--- src/rtl/serial_line_escape_decoder_assert.svh ---
// Assertion macros shared by the decoder RTL.
`ifndef SERIAL_LINE_ESCAPE_DECODER_ASSERT_SVH
`define SERIAL_LINE_ESCAPE_DECODER_ASSERT_SVH

// Same-cycle implication, checked outside reset.
`define SLED_ASSERT_NOW(label, clk, rst_n, ante, cons) \
  label: assert property (@(posedge clk) disable iff (!(rst_n)) (ante) |-> (cons)) \
    else $error("sled assertion failed");

// Next-cycle implication, checked outside reset.
`define SLED_ASSERT_NEXT(label, clk, rst_n, ante, cons) \
  label: assert property (@(posedge clk) disable iff (!(rst_n)) (ante) |=> (cons)) \
    else $error("sled assertion failed");

`endif

--- src/rtl/sled_pkg.sv ---
`timescale 1ns / 1ps

package sled_pkg;

  localparam logic [7:0] ChEsc  = 8'h1b;
  localparam logic [7:0] ChLf   = 8'h0a;
  localparam logic [7:0] ChCr   = 8'h0d;
  localparam logic [7:0] ChDel  = 8'h7f;
  localparam logic [7:0] ChBs   = 8'h08;
  localparam logic [7:0] ChO    = 8'h4f;
  localparam logic [7:0] ChBr   = 8'h5b;
  localparam logic [7:0] ChThree = 8'h33;
  localparam logic [7:0] ChTilde = 8'h7e;
  localparam logic [7:0] ChA    = 8'h41;
  localparam logic [7:0] ChB    = 8'h42;
  localparam logic [7:0] ChC    = 8'h43;
  localparam logic [7:0] ChD    = 8'h44;
  localparam logic [7:0] ChF    = 8'h46;
  localparam logic [7:0] ChH    = 8'h48;

  typedef enum logic [2:0] {
    PFX_IDLE    = 3'd0,
    PFX_ESC     = 3'd1,
    PFX_ESC_O   = 3'd2,
    PFX_ESC_BR  = 3'd3,
    PFX_ESC_BR3 = 3'd4
  } prefix_e;

  typedef enum logic [2:0] {
    KEY_NONE   = 3'd0,
    KEY_UP     = 3'd1,
    KEY_DOWN   = 3'd2,
    KEY_LEFT   = 3'd3,
    KEY_RIGHT  = 3'd4,
    KEY_HOME   = 3'd5,
    KEY_END    = 3'd6,
    KEY_DELETE = 3'd7
  } key_e;

  // Decision for one byte: result, if any, and the next decoder state.
  typedef struct packed {
    logic       emit;
    logic [7:0] out_char;
    key_e       key_kind;
    prefix_e    prefix;
    logic       after_cr;
  } dec_t;

endpackage

--- src/rtl/sled_byte_if.sv ---
`timescale 1ns / 1ps

interface sled_byte_if;
  logic       valid;
  logic       ready;
  logic [7:0] rx_byte;

  modport source (output valid, output rx_byte, input ready);
  modport sink (input valid, input rx_byte, output ready);
endinterface

--- src/rtl/sled_key_if.sv ---
`timescale 1ns / 1ps

interface sled_key_if;
  logic       valid;
  logic       ready;
  logic [7:0] out_char;
  logic [2:0] key_kind;

  modport source (output valid, output out_char, output key_kind, input ready);
  modport sink (input valid, input out_char, input key_kind, output ready);
endinterface

--- src/rtl/sled_decode.sv ---
`timescale 1ns / 1ps

module sled_decode (
  input  logic [7:0]       rx_byte_i,
  input  sled_pkg::prefix_e prefix_i,
  input  logic             after_cr_i,
  output sled_pkg::dec_t   dec_o
);

  logic          seq_hit;   // byte completes a key
  logic          seq_ext;   // byte extends the prefix
  sled_pkg::key_e  seq_key;
  sled_pkg::prefix_e seq_pfx;

  // Match the byte against the current prefix.
  always_comb begin
    seq_hit = 1'b0;
    seq_ext = 1'b0;
    seq_key = sled_pkg::KEY_NONE;
    seq_pfx = sled_pkg::PFX_IDLE;
    case (prefix_i)
      sled_pkg::PFX_ESC: begin
        if (rx_byte_i == sled_pkg::ChO) begin
          seq_ext = 1'b1;
          seq_pfx = sled_pkg::PFX_ESC_O;
        end else if (rx_byte_i == sled_pkg::ChBr) begin
          seq_ext = 1'b1;
          seq_pfx = sled_pkg::PFX_ESC_BR;
        end
      end
      sled_pkg::PFX_ESC_O: begin
        if (rx_byte_i == sled_pkg::ChF) begin
          seq_hit = 1'b1;
          seq_key = sled_pkg::KEY_END;
        end else if (rx_byte_i == sled_pkg::ChH) begin
          seq_hit = 1'b1;
          seq_key = sled_pkg::KEY_HOME;
        end
      end
      sled_pkg::PFX_ESC_BR: begin
        case (rx_byte_i)
          sled_pkg::ChThree: begin
            seq_ext = 1'b1;
            seq_pfx = sled_pkg::PFX_ESC_BR3;
          end
          sled_pkg::ChA: begin
            seq_hit = 1'b1;
            seq_key = sled_pkg::KEY_UP;
          end
          sled_pkg::ChB: begin
            seq_hit = 1'b1;
            seq_key = sled_pkg::KEY_DOWN;
          end
          sled_pkg::ChC: begin
            seq_hit = 1'b1;
            seq_key = sled_pkg::KEY_RIGHT;
          end
          sled_pkg::ChD: begin
            seq_hit = 1'b1;
            seq_key = sled_pkg::KEY_LEFT;
          end
          sled_pkg::ChF: begin
            seq_hit = 1'b1;
            seq_key = sled_pkg::KEY_END;
          end
          sled_pkg::ChH: begin
            seq_hit = 1'b1;
            seq_key = sled_pkg::KEY_HOME;
          end
          default: begin
            seq_hit = 1'b0;
          end
        endcase
      end
      sled_pkg::PFX_ESC_BR3: begin
        if (rx_byte_i == sled_pkg::ChTilde) begin
          seq_hit = 1'b1;
          seq_key = sled_pkg::KEY_DELETE;
        end
      end
      default: begin
        seq_hit = 1'b0;
      end
    endcase
  end

  // Resolve the byte: key, prefix step, or ordinary character.
  always_comb begin
    dec_o.emit     = 1'b0;
    dec_o.out_char = 8'h00;
    dec_o.key_kind = sled_pkg::KEY_NONE;
    dec_o.prefix   = seq_pfx;
    dec_o.after_cr = after_cr_i;
    if (seq_ext) begin
      dec_o.emit = 1'b0;
    end else if (seq_hit) begin
      dec_o.emit     = 1'b1;
      dec_o.key_kind = seq_key;
      dec_o.after_cr = 1'b0;
    end else if (rx_byte_i == sled_pkg::ChEsc) begin
      dec_o.prefix = sled_pkg::PFX_ESC;
    end else if (rx_byte_i == sled_pkg::ChLf && after_cr_i) begin
      // drop the LF of a CR LF pair
      dec_o.after_cr = 1'b0;
    end else if (rx_byte_i == sled_pkg::ChCr) begin
      dec_o.emit     = 1'b1;
      dec_o.out_char = sled_pkg::ChLf;
      dec_o.after_cr = 1'b1;
    end else begin
      dec_o.emit     = 1'b1;
      dec_o.after_cr = 1'b0;
      dec_o.out_char = (rx_byte_i == sled_pkg::ChDel) ? sled_pkg::ChBs : rx_byte_i;
    end
  end

endmodule

--- src/rtl/serial_line_escape_decoder.sv ---
`timescale 1ns / 1ps

// Channel  Dir  Handshake     Payload
// rx_i     in   valid/ready   rx_byte[7:0]
// key_o    out  valid/ready   out_char[7:0], key_kind[2:0]
//
// One byte per cycle sustained while key_o is not stalled. Each accepted
// byte waits in the input register and its result is then registered.
// Each byte is decided by the combinational decode logic between the input
// register and the result register, with the escape prefix and CR flag held
// in flops. Reset (rst_ni low, async) empties both registers and returns to
// idle with no prefix. A stall on key_o holds the result register and backs up
// into the input register; bytes that produce nothing still drain while stalled.

module serial_line_escape_decoder (
  input logic      clk_i,
  input logic      rst_ni,
  sled_byte_if.sink  rx_i,
  sled_key_if.source key_o
);

  // Input register: one received byte waiting for its decision.
  logic       s1_valid_q;
  logic [7:0] s1_byte_q;

  // Decoder state.
  sled_pkg::prefix_e prefix_q;
  logic              cr_q;

  // Result register.
  logic           out_valid_q;
  logic [7:0]     out_char_q;
  sled_pkg::key_e out_key_q;

  sled_pkg::dec_t dec;
  logic           advance;

  sled_decode u_decode (
    .rx_byte_i (s1_byte_q),
    .prefix_i  (prefix_q),
    .after_cr_i(cr_q),
    .dec_o     (dec)
  );

  // Retire the held byte unless its result has nowhere to go.
  assign advance    = s1_valid_q && (!dec.emit || !out_valid_q || key_o.ready);
  assign rx_i.ready = !s1_valid_q || advance;

  assign key_o.valid    = out_valid_q;
  assign key_o.out_char = out_char_q;
  assign key_o.key_kind = out_key_q;

  always_ff @(posedge clk_i or negedge rst_ni) begin
    if (!rst_ni) begin
      s1_valid_q  <= 1'b0;
      prefix_q    <= sled_pkg::PFX_IDLE;
      cr_q        <= 1'b0;
      out_valid_q <= 1'b0;
    end else begin
      // Load a new byte whenever the input register frees up.
      if (rx_i.ready) begin
        s1_valid_q <= rx_i.valid;
      end
      // Commit the state step of the retired byte.
      if (advance) begin
        prefix_q <= dec.prefix;
        cr_q     <= dec.after_cr;
      end
      // Fill the result register, or empty it once the transaction is taken.
      if (advance && dec.emit) begin
        out_valid_q <= 1'b1;
      end else if (key_o.ready) begin
        out_valid_q <= 1'b0;
      end
    end
  end

  // Payload registers, no reset.
  always_ff @(posedge clk_i) begin
    if (rx_i.ready && rx_i.valid) begin
      s1_byte_q <= rx_i.rx_byte;
    end
    if (advance && dec.emit) begin
      out_char_q <= dec.out_char;
      out_key_q  <= dec.key_kind;
    end
  end

`include "serial_line_escape_decoder_assert.svh"

  // A key code carries no character.
  `SLED_ASSERT_NOW(a_key_char_zero, clk_i, rst_ni,
                   out_valid_q && out_key_q != sled_pkg::KEY_NONE,
                   out_char_q == 8'h00)
  // A blocked byte stays put in the input register.
  `SLED_ASSERT_NEXT(a_s1_hold, clk_i, rst_ni, s1_valid_q && !advance,
                    s1_valid_q && $stable(s1_byte_q))
  // The CR flag only rises together with an emitted LF.
  `SLED_ASSERT_NOW(a_cr_lf, clk_i, rst_ni, $rose(cr_q),
                   out_valid_q && out_char_q == sled_pkg::ChLf &&
                   out_key_q == sled_pkg::KEY_NONE)
  // ESC [ 3 is only reached from ESC [.
  `SLED_ASSERT_NOW(a_br3_from_br, clk_i, rst_ni,
                   prefix_q == sled_pkg::PFX_ESC_BR3 &&
                   $past(prefix_q) != sled_pkg::PFX_ESC_BR3,
                   $past(prefix_q) == sled_pkg::PFX_ESC_BR)

endmodule

--- src/flat_wrapper.sv ---
// flat-port wrapper written by rule: the top's interface ports become plain ports
module serial_line_escape_decoder_flat 
  (clk_i, rst_ni, rx_i_valid, rx_i_rx_byte, rx_i_ready, key_o_valid, key_o_out_char, key_o_key_kind, key_o_ready);
  sled_byte_if rx_i_i ();
  sled_key_if key_o_i ();
  input logic clk_i;
  input logic rst_ni;
  input wire logic [$bits(rx_i_i.valid)-1:0] rx_i_valid;
  input wire logic [$bits(rx_i_i.rx_byte)-1:0] rx_i_rx_byte;
  output wire logic [$bits(rx_i_i.ready)-1:0] rx_i_ready;
  output wire logic [$bits(key_o_i.valid)-1:0] key_o_valid;
  output wire logic [$bits(key_o_i.out_char)-1:0] key_o_out_char;
  output wire logic [$bits(key_o_i.key_kind)-1:0] key_o_key_kind;
  input wire logic [$bits(key_o_i.ready)-1:0] key_o_ready;
  assign rx_i_i.valid = rx_i_valid;
  assign rx_i_i.rx_byte = rx_i_rx_byte;
  assign rx_i_ready = rx_i_i.ready;
  assign key_o_valid = key_o_i.valid;
  assign key_o_out_char = key_o_i.out_char;
  assign key_o_key_kind = key_o_i.key_kind;
  assign key_o_i.ready = key_o_ready;
  serial_line_escape_decoder u_core (.clk_i(clk_i), .rst_ni(rst_ni), .rx_i(rx_i_i), .key_o(key_o_i));
endmodule
--- config.mk ---
export PLATFORM = sky130hd
export DESIGN_NAME = serial_line_escape_decoder_flat
export DESIGN_NICKNAME = d
export VERILOG_FILES = /design/src/rtl/sled_pkg.sv /design/src/rtl/sled_byte_if.sv /design/src/rtl/sled_key_if.sv /design/src/rtl/sled_decode.sv /design/src/rtl/serial_line_escape_decoder.sv /design/src/flat_wrapper.sv
export VERILOG_INCLUDE_DIRS = /design/src /design/src/rtl
export SDC_FILE = /design/constraint.sdc
export NUM_CORES = 1
export LEC_CHECK = 0
export BUFFER_PORTS_ARGS = -buffer_cell sky130_fd_sc_hd__buf_2
export CAP_MARGIN = 10
export CORE_MARGIN = 5
export CORE_UTILIZATION = 51
export CTS_BUF_LIST = sky130_fd_sc_hd__clkbuf_8
export DETAILED_ROUTE_END_ITERATION = 6
export PLACE_DENSITY = 0.77
export SYNTH_ARGS = -nofsm -noshare
export SYNTH_HDL_FRONTEND = slang
export SYNTH_SLANG_ARGS = --single-unit
export TNS_END_PERCENT = 20
--- constraint.sdc ---
create_clock -name clk_i -period 2.3 [get_ports clk_i]
set_clock_uncertainty 0.1 [all_clocks]
set_input_delay 0.115 -clock clk_i [delete_from_list [all_inputs] [get_ports clk_i]]
set_output_delay 0.115 -clock clk_i [all_outputs]
set_load 0.02 [all_outputs]
==> summary.md <==
| Metric | Value |
|---|---|
| Share of layout cells above drive strength 1 | 37.6% |
| Leak | 0.779 nW |
| R2R Setup Slk | 40 ps |
| Height of the die | 62.0 µm |
| Most frequent cells in the layout | 26 x buf_4, 23 x buf_2, 19 x edfxtp_1 |
| Final HPWL DP | 2490 µm |
| Maxcap violations | 0 |
| Worst setup SP type | register |
| Slew Viols, Final | 0 |
| DIE AREA | 3840 µm² |
| Top cells by area, synth | edfxtp_1 41%, dfrtp_1 11%, nor3b_1 3.3% |
| Setup_tns | -8.82 ps |
| # port buffers | 24 |
| Number of global-route vias before repair | 1233 |
| CP delay by family, top | simple AND/OR/NAND/NOR gates |
| Hold EP | u_core.key_o.valid$_DFFE_PN0P_ |
| Worst r2r src | u_core.prefix_q[0]$_DFFE_PN0P_ |
| Outcome | finished, violations left |
| Setup crit end kind | primary output |
| Area of the core | 2520 µm² |
| Arrival time worst endpoint | 2090 ps |
| Clk Latency, worst-skew pair | 270 ps |
| Antenna-violating nets left | 0 |
| Main synth FF type | edfxtp_1 |
| Syn_area_per_cell | 11.2 µm² |
| Iter 0 DRT Violations | 37 |
| Synth Warn # | 0 |
| Final Hold Viols | 0 |
| Commonest non-fill, non-tap cell in the layout | buf_4 |
| Grt total ovfl | 0 |
| DR pass1 iterations | 4 |
| CTS tree | done |
| Fillers | 173 |
| Yosys top cell area share | 41.4% |
| Vias/cell | 5.85 |
| Largest net degree at the start of global routing | 15 |
| Post-Syn Nets | 135 |
| # setup viols final | 1 |
| Max FO, Critical Path | 4 |
| Failing checks | setup timing |
| RSZ-0062 raised after global routing | true |
| Total Wirelength | 3310 µm |
| P per Cell Area | 524 nW/µm² |
| Sequential fraction of the synthesis area | 52.3% |
| Worst Path Buf+Inv | 1 |
| CP Cell Sequence | or3b_4 > or3_4 > nor4b_4 > or4b_4 > buf_4 |
| Worst-margin pin slew | 372 ps |
| Async set-reset flop share out of synthesis | 24.0% |
| Vias post-DR | 1217 |
| WS Path Type | register to primary output |
| Hold_sp | key_o_ready |
| Nets | 191 |
| Initial core utilization | 54.6% |
| Post-synth EDFFs | 19 |
| CTS sink count | 25 |
| CTS buffer count | 3 |
| Width of the die | 62.0 µm |
| Clock slew at reported path FFs | 90 ps |
| Post-route DRC | 0 |
| F_max | 0.433 GHz |
| Peak VDD IR | 454 µV |
| Reg2reg path depth | 5 |
| Inserted Diodes | 0 |
| Initial antenna violation count | 0 |
| Minimum clock period | 2310 ps |
| Total GRT Usage | 19.6% |
| Max clock buf depth | 2 |
| Final period util | 100% |
| H-tree depth | 1 |
| Area Growth Syn to Fin | 34.4% |
| Distinct cells, synth | 47 |
| Power Total | 0.000970 W |
| Routability cong. | 0.903 |
| Rows | 18 |
| Syn Inst Count | 123 |
| HP Class | input port to register |
| Worst rel slew slack | 75.1% |
| Wire per inst | 15.9 µm |
| First-pass GRT wire length | 5510 µm |
| Post-synthesis cell area | 1380 µm² |
| Hold path cells | 3 |
| Cell taking the most area after synthesis | edfxtp_1 |
| Slowest-stage cell, CP | dfrtp_1 |
| Crit-path max cell delay | 410 ps |
| R2R Path End | u_core.s1_byte_q[7]$_DFFE_PP_ |
| Worst Path Required | 2090 ps |
| Clock root cell | clkbuf_8 |
| I/O Pins | 25 |
| #FFs+latches synth | 25 |
| Post-route setup slack | -8.82 ps |
cells in the mapped netlist (all sizes together), types with 3 or more instances:
cell type / instances
a21oi: 5
and4: 3
clkbuf: 6
dfrtp: 6
edfxtp: 19
nand2: 10
nand2b: 6
nand3: 5
nor2: 7
nor2b: 3
nor3b: 6
nor4: 3
o31ai: 3
or3: 3
or4: 3
area by class of cell:
cell class / count / area, µm² / share of cell area [%]
flip-flops and latches: 25 / 721 / 38.9
well taps: 30 / 37.5 / 2.03
repair buffers: 59 / 410 / 22.2
clock buffers: 3 / 41.3 / 2.23
inverters: 2 / 7.51 / 0.405
clock inverters: 1 / 5.00 / 0.270
multi-input cells: 88 / 629 / 34.0
repair_timing:
item | 4_1_cts | 5_1_grt
endpoints found under the setup margin | 9 | 21
endpoints found under the hold margin | 15 | 0
hold buffers | 10 | 0
pin swaps | 2 | 2
gates resized for setup | 4 | 1
setup buffers | 1 | 0
state kept, by name, summed over array words and instances (netlist names):
signal                 cells
u_core.cr_q                1
u_core.key_o.key_kind      3
u_core.key_o.out_char      8
u_core.key_o.valid         1
u_core.prefix_q            3
u_core.s1_byte_q           8
u_core.s1_valid_q          1
per-layer routing:
metal | GRT usage (%) | wire, µm
met5 | 0 | 0
met4 | 10.0 | 65
met3 | 2.69 | 190
met2 | 32.8 | 1620
met1 | 24.4 | 1430
where the power goes:
group	internal, W	switching, W	leakage (nW)
combinational	0.0000814	0.0000922	0.493
clock	0.000121	0.000140	0.0255
sequential	0.000519	0.0000168	0.261
metrics by stage:
stage | area (µm²) | utilization [%] | hold slack, ps | worst slack, ps | cells
3_5_place_dp | 1680 | 66.7 | -152 | -21.4 | 193
2_1_floorplan | 1380 | - | -281 | 21.1 | 123
4_1_cts | 1850 | 73.4 | 35.4 | -2.72 | 208
5_1_grt | 1850 | 73.4 | 70.5 | -65.9 | 208
3_3_place_gp | 1680 | 66.7 | -157 | 29.8 | 193
6_report | 1850 | 73.4 | 45.0 | -8.82 | 208
worst min-delay path, cell delays in order:
cell	delay, ps
buf_2	70
nand2b_1	130
nand2_1	70
logic make-up (layout without fill, tap and decap cells):
| kind of cell | after synthesis | after routing | synth area share [%] |
|---|---|---|---|
| AND/OR/NAND/NOR | 67 | 67 | 32.2 |
| flip-flops | 25 | 25 | 52.3 |
| AO/OA/AOI/OAI | 18 | 18 | 9.54 |
| buffers and inverters | 10 | 65 | 3.36 |
| multiplexers | 2 | 2 | 1.91 |
| XOR/XNOR | 1 | 1 | 0.636 |
how the worst max path moves through the flow:
| stage | start | endpoint | cells after the start |
|---|---|---|---|
| 3_3_place_gp | u_core.s1_byte_q[0]$_DFFE_PP_ | u_core.key_o.out_char[1]$_SDFFCE_PP0P_ | 5 |
| 3_5_place_dp | u_core.prefix_q[1]$_DFFE_PN0P_ | u_core.s1_byte_q[7]$_DFFE_PP_ | 5 |
| 5_1_grt | u_core.prefix_q[0]$_DFFE_PN0P_ | rx_i_ready | 5 |
| 6_report | u_core.prefix_q[0]$_DFFE_PN0P_ | rx_i_ready | 5 |
| 4_1_cts | u_core.prefix_q[2]$_DFFE_PN0P_ | rx_i_ready | 5 |
| 2_1_floorplan | u_core.prefix_q[0]$_DFFE_PN0P_ | u_core.s1_byte_q[0]$_DFFE_PP_ | 6 |
Note: power is estimated with default switching activity, not from simulation.
